**src/sv/cdda_pkg.sv**
```systemverilog
`timescale 1ns / 1ps
// ----------------------------------------------------------------------------
// cdda_pkg
// Types, codes and calendar helpers shared by the date arithmetic block.
// ----------------------------------------------------------------------------
package cdda_pkg;

  // Operation codes of the func field
  localparam logic [1:0] FUNC_ADD  = 2'd0;
  localparam logic [1:0] FUNC_SUB  = 2'd1;
  localparam logic [1:0] FUNC_DIFF = 2'd2;

  localparam int unsigned MonthsPerYear = 12;
  localparam int unsigned LeapCycle     = 400;
  localparam int unsigned YearMax       = 9999;

  typedef struct packed {
    logic [1:0]  func;
    logic [4:0]  day;
    logic [3:0]  month;
    logic [13:0] year;
    logic [15:0] delta_days;
    logic [11:0] delta_months;
    logic [13:0] delta_years;
    logic [4:0]  second_day;
    logic [3:0]  second_month;
    logic [13:0] second_year;
  } req_t;

  typedef struct packed {
    logic [4:0]  result_day;
    logic [3:0]  result_month;
    logic [13:0] result_year;
    logic [4:0]  span_days;
    logic [3:0]  span_months;
    logic [13:0] span_years;
    logic        out_of_range;
  } res_t;

  // Working date; r holds the year modulo 400 once normalized
  typedef struct packed {
    logic signed [17:0] d;
    logic signed [13:0] m;
    logic signed [16:0] y;
    logic signed [16:0] r;
  } date_t;

  typedef enum logic [3:0] {
    DP_NOP,
    DP_LOAD,
    DP_R400,
    DP_FOLD,
    DP_ADDD,
    DP_NORM,
    DP_SYNC,
    DP_STEP,
    DP_TAKE
  } dp_op_e;

  typedef enum logic [1:0] {
    PH_YEAR,
    PH_MONTH,
    PH_DAY
  } phase_e;

  typedef enum logic [3:0] {
    S_IDLE,
    S_R400,
    S_FOLD,
    S_ADDD,
    S_NORM,
    S_SYNC,
    S_STEP,
    S_CMP,
    S_DONE
  } state_e;

  typedef struct packed {
    dp_op_e op;
    phase_e phase;
    logic   sub;
  } dp_cmd_t;

  typedef struct packed {
    logic r_ok;
    logic fold_done;
    logic norm_done;
    logic le;
  } dp_sts_t;

  // Leap test on a year residue modulo 400
  function automatic logic is_leap(input logic [8:0] r);
    logic cent;
    cent = (r == 9'd0) || (r == 9'd100) || (r == 9'd200) || (r == 9'd300);
    return ((r[1:0] == 2'b00) && !cent) || (r == 9'd0);
  endfunction

  // Days in a month; months outside 1..12 count as 31 days
  function automatic logic [4:0] month_len(input logic signed [13:0] m, input logic leap);
    logic [4:0] n;
    n = 5'd31;
    if (m >= 14'sd1 && m <= 14'sd12) begin
      case (m[3:0])
        4'd2:                      n = leap ? 5'd29 : 5'd28;
        4'd4, 4'd6, 4'd9, 4'd11:   n = 5'd30;
        default:                   n = 5'd31;
      endcase
    end
    return n;
  endfunction

  function automatic logic signed [16:0] r_inc(input logic signed [16:0] r);
    return (r == 17'(LeapCycle - 1)) ? 17'sd0 : r + 17'sd1;
  endfunction

  function automatic logic signed [16:0] r_dec(input logic signed [16:0] r);
    return (r == 17'sd0) ? 17'(LeapCycle - 1) : r - 17'sd1;
  endfunction

endpackage

```
**src/sv/cdda_dp.sv**
```systemverilog
`timescale 1ns / 1ps
// ----------------------------------------------------------------------------
// cdda_dp
// Date datapath: working date, lower and upper date, span counters.
// ----------------------------------------------------------------------------
module cdda_dp (
  input  logic             clk_i,
  input  logic             rst_ni,
  input  cdda_pkg::req_t   req_i,
  input  cdda_pkg::dp_cmd_t cmd_i,
  output cdda_pkg::dp_sts_t sts_o,
  output cdda_pkg::res_t   res_o
);
  import cdda_pkg::*;

  date_t       w_q, w_d, lo_q, lo_d, hi_q, hi_d;
  logic [1:0]  func_q, func_d;
  logic [15:0] dd_q, dd_d;
  logic        bad_q, bad_d;
  logic [13:0] ny_q, ny_d;
  logic [3:0]  nm_q, nm_d;
  logic [4:0]  nd_q, nd_d;

  date_t       a_dt, b_dt, base;
  logic        a_lt_b;
  logic [4:0]  len_cur, len_prev;
  logic signed [13:0] m_prev;
  logic signed [16:0] y_prev, r_prev;
  logic signed [16:0] hy;
  logic signed [13:0] hm;
  logic signed [17:0] hd;

  // Input dates as working dates
  always_comb begin
    a_dt   = '{d: 18'(req_i.day), m: 14'(req_i.month), y: 17'(req_i.year),
               r: 17'(req_i.year)};
    b_dt   = '{d: 18'(req_i.second_day), m: 14'(req_i.second_month),
               y: 17'(req_i.second_year), r: 17'(req_i.second_year)};
    a_lt_b = (req_i.year != req_i.second_year) ? (req_i.year < req_i.second_year) :
             (req_i.month != req_i.second_month) ? (req_i.month < req_i.second_month) :
             (req_i.day < req_i.second_day);
  end

  // Month lengths for the forward and backward day walk
  always_comb begin
    len_cur = month_len(w_q.m, is_leap(w_q.r[8:0]));
    m_prev  = w_q.m - 14'sd1;
    y_prev  = w_q.y;
    r_prev  = w_q.r;
    if (m_prev < 14'sd1) begin
      m_prev = m_prev + 14'(MonthsPerYear);
      y_prev = w_q.y - 17'sd1;
      r_prev = r_dec(w_q.r);
    end
    len_prev = month_len(m_prev, is_leap(r_prev[8:0]));
  end

  // Status
  always_comb begin
    hy = hi_q.y;
    hm = hi_q.m;
    hd = hi_q.d;
    sts_o.r_ok      = (w_q.r >= 17'sd0) && (w_q.r < 17'(LeapCycle));
    sts_o.fold_done = cmd_i.sub ? (w_q.m >= 14'sd1) : (w_q.m <= 14'(MonthsPerYear));
    sts_o.norm_done = cmd_i.sub ? (w_q.d >= 18'sd1) : (w_q.d <= 18'(len_cur));
    sts_o.le        = (w_q.y != hy) ? (w_q.y < hy) :
                      (w_q.m != hm) ? (w_q.m < hm) : (w_q.d <= hd);
  end

  // Next state of the datapath
  always_comb begin
    w_d = w_q; lo_d = lo_q; hi_d = hi_q; func_d = func_q; dd_d = dd_q;
    bad_d = bad_q; ny_d = ny_q; nm_d = nm_q; nd_d = nd_q;
    base = lo_q;
    case (cmd_i.op)
      DP_LOAD: begin
        func_d = req_i.func;
        dd_d   = req_i.delta_days;
        ny_d = '0; nm_d = '0; nd_d = '0;
        bad_d = (req_i.year == 14'd0) || (req_i.year > 14'(YearMax)) ||
                (req_i.second_year == 14'd0) || (req_i.second_year > 14'(YearMax));
        if (req_i.func == FUNC_DIFF) begin
          w_d  = a_lt_b ? a_dt : b_dt;
          hi_d = a_lt_b ? b_dt : a_dt;
        end else begin
          w_d = a_dt;
          if (req_i.func == FUNC_SUB) begin
            w_d.y = a_dt.y - 17'(req_i.delta_years);
            w_d.m = a_dt.m - 14'(req_i.delta_months);
          end else begin
            w_d.y = a_dt.y + 17'(req_i.delta_years);
            w_d.m = a_dt.m + 14'(req_i.delta_months);
          end
          w_d.r = w_d.y;
        end
      end
      // one step toward 0 <= r < 400
      DP_R400: begin
        if (w_q.r < 17'sd0) w_d.r = w_q.r + 17'(LeapCycle);
        else                w_d.r = w_q.r - 17'(LeapCycle);
      end
      // move one year of months into or out of the year
      DP_FOLD: begin
        if (cmd_i.sub) begin
          w_d.m = w_q.m + 14'(MonthsPerYear);
          w_d.y = w_q.y - 17'sd1;
          w_d.r = r_dec(w_q.r);
        end else begin
          w_d.m = w_q.m - 14'(MonthsPerYear);
          w_d.y = w_q.y + 17'sd1;
          w_d.r = r_inc(w_q.r);
        end
      end
      DP_ADDD: begin
        if (cmd_i.sub) w_d.d = w_q.d - 18'(dd_q);
        else           w_d.d = w_q.d + 18'(dd_q);
      end
      // one month of the day walk
      DP_NORM: begin
        if (cmd_i.sub) begin
          w_d.m = m_prev;
          w_d.y = y_prev;
          w_d.r = r_prev;
          w_d.d = w_q.d + 18'(len_prev);
        end else begin
          w_d.d = w_q.d - 18'(len_cur);
          w_d.m = w_q.m + 14'sd1;
          if (w_q.m + 14'sd1 > 14'(MonthsPerYear)) begin
            w_d.m = w_q.m + 14'sd1 - 14'(MonthsPerYear);
            w_d.y = w_q.y + 17'sd1;
            w_d.r = r_inc(w_q.r);
          end
        end
      end
      DP_SYNC: lo_d = w_q;
      // candidate: lower date plus one unit of the phase
      DP_STEP: begin
        case (cmd_i.phase)
          PH_YEAR: begin
            base.y = lo_q.y + 17'sd1;
            base.r = r_inc(lo_q.r);
          end
          PH_MONTH: base.m = lo_q.m + 14'sd1;
          default:  base.d = lo_q.d + 18'sd1;
        endcase
        w_d = base;
      end
      DP_TAKE: begin
        lo_d = w_q;
        case (cmd_i.phase)
          PH_YEAR:  if (ny_q != '1) ny_d = ny_q + 14'd1;
          PH_MONTH: if (nm_q != '1) nm_d = nm_q + 4'd1;
          default:  if (nd_q != '1) nd_d = nd_q + 5'd1;
        endcase
      end
      default: ;
    endcase
  end

  always_ff @(posedge clk_i or negedge rst_ni) begin
    if (!rst_ni) begin
      func_q <= '0;
    end else begin
      func_q <= func_d;
    end
  end

  always_ff @(posedge clk_i) begin
    w_q <= w_d; lo_q <= lo_d; hi_q <= hi_d; dd_q <= dd_d; bad_q <= bad_d;
    ny_q <= ny_d; nm_q <= nm_d; nd_q <= nd_d;
  end

  // Result word
  always_comb begin
    res_o = '0;
    if (func_q == FUNC_ADD || func_q == FUNC_SUB) begin
      res_o.result_day   = w_q.d[4:0];
      res_o.result_month = w_q.m[3:0];
      res_o.result_year  = w_q.y[13:0];
      res_o.out_of_range = (w_q.y < 17'sd1) || (w_q.y > 17'(YearMax));
    end else if (func_q == FUNC_DIFF) begin
      res_o.span_days    = nd_q;
      res_o.span_months  = nm_q;
      res_o.span_years   = ny_q;
      res_o.out_of_range = bad_q;
    end
  end

endmodule

```
**src/sv/cdda_ctrl.sv**
```systemverilog
`timescale 1ns / 1ps
// ----------------------------------------------------------------------------
// cdda_ctrl
// Sequencer: walks the datapath through fold, day walk and span steps.
// ----------------------------------------------------------------------------
module cdda_ctrl (
  input  logic              clk_i,
  input  logic              rst_ni,
  input  logic              start_i,
  input  logic [1:0]        func_i,
  input  cdda_pkg::dp_sts_t sts_i,
  output cdda_pkg::dp_cmd_t cmd_o,
  output logic              busy_o,
  output logic              done_o
);
  import cdda_pkg::*;

  state_e     state_q, state_d;
  phase_e     phase_q, phase_d;
  logic [1:0] func_q, func_d;
  logic       diff;

  assign diff = (func_q == FUNC_DIFF);

  always_ff @(posedge clk_i or negedge rst_ni) begin
    if (!rst_ni) begin
      state_q <= S_IDLE;
      phase_q <= PH_YEAR;
      func_q  <= '0;
    end else begin
      state_q <= state_d;
      phase_q <= phase_d;
      func_q  <= func_d;
    end
  end

  // Next state and datapath commands
  always_comb begin
    state_d   = state_q;
    phase_d   = phase_q;
    func_d    = func_q;
    cmd_o.op    = DP_NOP;
    cmd_o.phase = phase_q;
    cmd_o.sub   = (func_q == FUNC_SUB);
    busy_o    = (state_q != S_IDLE);
    done_o    = 1'b0;
    case (state_q)
      S_IDLE: begin
        if (start_i) begin
          func_d   = func_i;
          phase_d  = PH_YEAR;
          cmd_o.op = DP_LOAD;
          state_d  = (func_i == FUNC_ADD || func_i == FUNC_SUB || func_i == FUNC_DIFF)
                     ? S_R400 : S_DONE;
        end
      end
      S_R400: begin
        if (sts_i.r_ok) state_d = diff ? S_SYNC : S_FOLD;
        else            cmd_o.op = DP_R400;
      end
      S_FOLD: begin
        if (sts_i.fold_done) state_d = diff ? S_NORM : S_ADDD;
        else                 cmd_o.op = DP_FOLD;
      end
      S_ADDD: begin
        cmd_o.op = DP_ADDD;
        state_d  = S_NORM;
      end
      S_NORM: begin
        if (sts_i.norm_done) state_d = diff ? S_CMP : S_DONE;
        else                 cmd_o.op = DP_NORM;
      end
      S_SYNC: begin
        cmd_o.op = DP_SYNC;
        state_d  = S_STEP;
      end
      S_STEP: begin
        cmd_o.op = DP_STEP;
        state_d  = S_FOLD;
      end
      // keep the step if it does not pass the later date
      S_CMP: begin
        state_d = S_STEP;
        if (sts_i.le) begin
          cmd_o.op = DP_TAKE;
        end else begin
          case (phase_q)
            PH_YEAR:  phase_d = PH_MONTH;
            PH_MONTH: phase_d = PH_DAY;
            default:  state_d = S_DONE;
          endcase
        end
      end
      S_DONE: begin
        done_o  = 1'b1;
        state_d = S_IDLE;
      end
      default: state_d = S_IDLE;
    endcase
  end

endmodule

```
**src/sv/calendar_date_delta_arithmetic.sv**
```systemverilog
`timescale 1ns / 1ps
// ----------------------------------------------------------------------------
// calendar_date_delta_arithmetic
// Gregorian date add, subtract and difference, one request at a time.
// ----------------------------------------------------------------------------
// A request word is taken when start is high and busy is low; the result word
// shows on res_o for the one cycle that done_o is high, and busy drops after
// it. The sequencer works step by step: it reduces the year modulo 400 in
// steps of 400, folds one year at a time out of the month count, and walks
// the day delta one month at a time. A difference runs step, fold, day
// walk and compare for each whole year, month and day counted. An unused
// func code answers with zeros.
module calendar_date_delta_arithmetic (
  input  logic             clk_i,
  input  logic             rst_ni,
  input  logic             start,
  output logic             busy,
  input  cdda_pkg::req_t   req_i,
  output logic             done_o,
  output cdda_pkg::res_t   res_o
);
  import cdda_pkg::*;

  dp_cmd_t cmd;
  dp_sts_t sts;
  logic    accept;

  assign accept = start && !busy;

  cdda_ctrl u_ctrl (
    .clk_i   (clk_i),
    .rst_ni  (rst_ni),
    .start_i (accept),
    .func_i  (req_i.func),
    .sts_i   (sts),
    .cmd_o   (cmd),
    .busy_o  (busy),
    .done_o  (done_o)
  );

  cdda_dp u_dp (
    .clk_i  (clk_i),
    .rst_ni (rst_ni),
    .req_i  (req_i),
    .cmd_i  (cmd),
    .sts_o  (sts),
    .res_o  (res_o)
  );

  // Checks
  a_done_busy: assert property (@(posedge clk_i) disable iff (!rst_ni)
    done_o |-> busy) else $error("result strobe while idle");
  a_accept_busy: assert property (@(posedge clk_i) disable iff (!rst_ni)
    accept |=> busy) else $error("not busy after accepted word");
  a_done_pulse: assert property (@(posedge clk_i) disable iff (!rst_ni)
    done_o |=> !done_o && !busy) else $error("result strobe longer than one cycle");

endmodule
```
**config.mk**
```make
export PLATFORM = sky130hd
export DESIGN_NAME = calendar_date_delta_arithmetic
export DESIGN_NICKNAME = d
export VERILOG_FILES = /design/src/sv/cdda_pkg.sv /design/src/sv/cdda_dp.sv /design/src/sv/cdda_ctrl.sv /design/src/sv/calendar_date_delta_arithmetic.sv
export SDC_FILE = /design/constraint.sdc
export NUM_CORES = 1
export LEC_CHECK = 0
export BUFFER_PORTS_ARGS = -buffer_cell sky130_fd_sc_hd__buf_2
export CORE_MARGIN = 2
export CORE_UTILIZATION = 25
export DETAILED_ROUTE_END_ITERATION = 7
export HOLD_SLACK_MARGIN = 0.12
export PLACE_DENSITY_LB_ADDON = 0.25
export SLEW_MARGIN = 30
export SYNTH_ARGS = -nofsm -noshare
export SYNTH_HDL_FRONTEND = slang
export SYNTH_SLANG_ARGS = --single-unit
```
**constraint.sdc**
```tcl
create_clock -name clk_i -period 7.4 [get_ports clk_i]
set_input_delay 0.74 -clock clk_i [delete_from_list [all_inputs] [get_ports clk_i]]
set_output_delay 0.74 -clock clk_i [all_outputs]
set_load 0.03 [all_outputs]
```
# == After elaboration in Yosys (flattened, before gate mapping) ==
# Index checks and enable logic that the tools add are counted.
# classes
n_shift,0
n_lt_le_gt_ge,22
eq_ne,62
muxes,68
n_bitwise,0
reduce_logical,55
multipliers,0
div_mod_pow,0
add_sub_neg,28
# op_table
operator,n
$mux W66,2
$pmux W31 S4,1
$mux W53,2
$mux W17,6
$mux W48,2
$pmux W17 S5,1
$pmux W18 S4,1
$add A17 B2 Y17 const B,4
$pmux W4 S8,2
$mux W14,4
$eq A4 B3 Y1 const B,12
$mux W23,2
$mux W4,11
$mux W18,2
$eq A17 B9 Y1 const B,2
$mux W34,1
$mux W31,1
$pmux W5 S2,3
$add A14 B1 Y14 const B,2
$add A14 B2 Y14 const B,2
$add A14 B4 Y14 const B,2
$ge A14 B2 Y1 const B,2
$gt A14 B14 Y1 const B,2
$le A14 B5 Y1 const B,2
74 further kinds,164
# totals
memories,0
romBits,0
ff_bits,231
mem_bits_rw,0
out_inout_bits,49
latchBits,0
elab_cells,256

# == Longest topological paths before layout ==
# depth
word_depth,17
ltp_mapped,26
mapped_depth_nobuf,24

# == By module ==
# Synthesis repeated with hierarchy kept, for this count alone.
# hier_totals
cells_unflattened,2317
area_unflattened_um2,19437.4
# by_module_without_submodules
module,area_per_inst_um2,seq_area_each_um2,cells_each,instances
cdda_dp,18758.0,5905.7,2233,1
cdda_ctrl,665.6,200.2,83,1
calendar_date_delta_arithmetic,13.8,0.0,1,1

# == Least setup slack after synthesis ==
# No wires, ideal clock.
# synth_timing
path_type,register to register
from,register u_dp.w_q[34] (netlist name)
to,"register u_dp.w_q[60] (netlist name), data pin"
stages_incl_launch_ff,26
synth_period_minus_slack_ns,5.619
required_time_ns,7.130
t_arrival_ns,5.349
setup_ns,0.270
setup_slack_ns,1.781
n_path_buf,1
path_cell_list,edfxtp_1 > inv_1 > ha_1 > clkbuf_1 > xor2_1 > inv_1 > ha_1 > or3b_2 > a2111oi_0 > a22o_1 > and2_4 > a21oi_4 > o31a_1 > a31o_1 > a211o_1 > a221o_1 > a211o_1 > ha_1 > inv_1 > fa_1 > a21oi_1 > nand2b_1 > a21boi_0 > xnor2_1 > a22oi_1 > o31ai_1
# synth_lines
item,line,rtl
from (decl),cdda_dp.sv:16,"date_t w_q, w_d, lo_q, lo_d, hi_q, hi_d;"
from (signal assigned),cdda_dp.sv:169,w_q <= w_d; lo_q <= lo_d; hi_q <= hi_d; dd_q <= dd_d; bad_q <= bad_d;

==> flow_summary.ini <==
[yosys]
synthTopCellsByCount = nor2_1, edfxtp_1, nand2_1
yosysUniqueCellTypes = 90
syn-num-nets = 2536
async_flop_share = 0.0488
synth_top_flop_cell = edfxtp_1
synth_top_area_cell = edfxtp_1
ys_seq_elements = 205
synth.most_common_cell = nor2_1
ys_top_cells_by_area = edfxtp_1, ha_1, xnor2_1
syn_inst = 2303
yosysTopAreaCellShare = 0.301
synth_edf_count = 195
syn_avg_cell_area_um2 = 8.44
ys_warn_count = 0
syn_area_um2 = 19400
synth_seq_area_share = 0.314

[clocking]
path_clk_slew_ns = 0.07
cts_max_level = 1
root_buffer = clkbuf_16
clock_latency_ns = 0.59
clockBufferDepth = 3
numCtsBuffers = 25
clock-sinks = 205
cts_tree = built

[power]
cellLeakagePower_nw = 8.53
power.density_nw_per_um2 = 158
finalPower_mw = 3.51
vdd_drop_max_mv = 0.167

[hold_path]
holdPathStages = 1
min_to = u_dp.dd_q[10]
hp-start = req_i[59]
min_path_type = in -> reg

[floorplan]
core_area_um2 = 77200
die_h_um = 283
ios = 142
die_w_um = 283
rows = 102
die-area_um2 = 80000
start_util = 0.252

[detailed_routing]
vias_per_cell = 5.22
ant_nets = 0
dr.pass1.iters = 6
drt-initial-drc-count = 1567
drcViolationCount = 0
dr_total_vias = 18000
drt_wl_total_mm = 69.9
routedWlPerCell_um = 20.2

[layout]
nets = 2628
synthToLayoutAreaGrowth_pct = 14.2
final_layout_size_suffix_gt1_frac = 0.119
n_fill_cell = 8319

[global_routing]
grt_max_degree = 42
grt_overflow = 0
antenna_found_initial = 0
grt_pass1_wl_mm = 107
grt_pass1_vias = 17900
grt_usage = 0.171

[sta]
worstMarginPinSlew_ns = 0.982
slew_violations = 0
period_share = 0.910
setup-tns-final_ns = 0
postLayoutSetupSlackWorst_ns = 0.669
hold_viol = 0
setup_viol = 0
max-slew-margin-rel = 0.337
period_needed_ns = 6.73
rsz0062_at_grt = false
clock_skew_ns = 0.0395
timing.fmax_mhz = 149

[critical_path]
endpoint_kind = flop
r2r_setup_slack_ns = 0.67
critPathRequiredTime_ns = 7.71
path_max_fanout = 24
r2r_end = u_dp.w_q[60]
path_class = reg -> reg
critPathArrivalTime_ns = 7.04
reg2reg_from = u_dp.w_q[34]
cp-start-kind = flop
ff2ff_path_depth = 24

[placed_design]
dp_slack_ns = 0.785
io_buffers = 141
dp_hpwl_mm = 53.7
place_congestion = 0.913

[status]
status = completed

[run]
max-cap-violations = 0
## critical path, cell delays in order (launching register included)
cell and delay, ns:
edfxtp_1 0.56, inv_1 0.26, ha_1 0.52, xor2_1 0.19, inv_1 0.14, ha_1 0.20, or3b_2 0.46, a2111oi_0 0.36
a22o_1 0.22, and2_4 0.18, a21o_2 0.43, a21oi_1 0.11, a31oi_1 0.37, o2111ai_1 0.20, a221o_1 0.38, a211o_1 0.37
ha_1 0.22, inv_1 0.07, fa_1 0.28, a21oi_1 0.17, nand2b_1 0.14, a21boi_0 0.26, xnor2_1 0.10, a22oi_1 0.20
o31ai_1 0.09
## report_power, final
group	switching [mW]	internal (mW)	total, mW
combinational	0.469	0.317	0.785
clock	0.547	0.754	1.30
sequential	0.0996	1.32	1.42
## area by class of cell
class	instances	area (um2)	share of cell area
antenna	1	2.50	0.000113
clock buffer	37	731	0.0329
clock inverter	8	106	0.00479
inverter	129	484	0.0218
multi-input combinational	1847	12400	0.559
sequential	205	6110	0.275
tap	1040	1300	0.0586
timing repair buffer	187	1050	0.0475
## worst max-delay path by stage
stage | startpoint | end | slack [ns]
after CTS | u_dp.w_q[34] | u_dp.w_q[60] | 0.77
final | u_dp.w_q[34] | u_dp.w_q[60] | 0.67
after global routing | u_dp.w_q[34] | u_dp.w_q[60] | 0.11
after global placement | u_dp.w_q[34] | u_dp.w_q[60] | 0.93
after floorplan | u_dp.w_q[34] | u_dp.w_q[60] | 1.78
after detailed placement | u_dp.w_q[34] | u_dp.w_q[60] | 0.78
## cell usage in the layout (no fill, tap or decap), drive strengths merged, types with 50 or more instances in the layout
| cell | n |
|---|---|
| xnor2 | 138 |
| nand3 | 79 |
| ha | 133 |
| buf | 186 |
| o21ai | 134 |
| nor2b | 50 |
| xor2 | 93 |
| nor2 | 223 |
| nor3 | 77 |
| nand2 | 186 |
| inv | 129 |
| edfxtp | 195 |
| a21oi | 137 |
## state kept, by name, summed over array words and instances (netlist names), 4 cells and up
| signal | flops |
|---|---|
| u_dp.nm_q | 4 |
| u_dp.hm | 4 |
| u_dp.hd | 5 |
| u_ctrl.state_q | 4 |
| u_dp.hy | 14 |
| u_dp.ny_q | 14 |
| u_dp.dd_q | 16 |
| u_dp.w_q | 66 |
| u_dp.lo_q | 66 |
| u_dp.nd_q | 5 |
## metal layers
| metal | GRT usage | up-vias | share of wire |
|---|---|---|---|
| li1 | - | 8624 | - |
| met1 | 0.230 | 8725 | 0.44 |
| met2 | 0.287 | 584 | 0.47 |
| met3 | 0.0151 | 108 | 0.053 |
| met4 | 0.0612 | 0 | 0.033 |
| met5 | 0 | - | 0 |
## metrics by stage
step / hold WS (ns) / std cells / cell area, um2 / utilization
after floorplan: 0.421 / 2303 / 19400 / -
after global placement: 0.464 / 3407 / 21300 / 0.276
after detailed placement: 0.483 / 3407 / 21300 / 0.276
after CTS: 0.301 / 3453 / 22200 / 0.287
after global routing: 0.306 / 3453 / 22200 / 0.287
final: 0.329 / 3454 / 22200 / 0.287
## what timing repair did
item                       4_1_cts  5_1_grt
resized for setup                0        0
hold buffers                     1        0
hold endpoints to repair        10        0
setup buffers                    0        0
setup endpoints to repair        0        0
## cells by family (layout without fill, tap and decap cells)
logic type	Yosys count	after routing	synth area share
AOI/OAI and AO/OA	572	572	0.193
xor gates and xnor gates	231	231	0.105
adders and majority gates	141	141	0.0934
buffers and inverters	251	361	0.0500
DFF	205	205	0.314
muxes	50	50	0.0270
other	0	1	0
and+or+nand+nor	853	853	0.218
No activity file was read; power rests on OpenSTA's default activity.
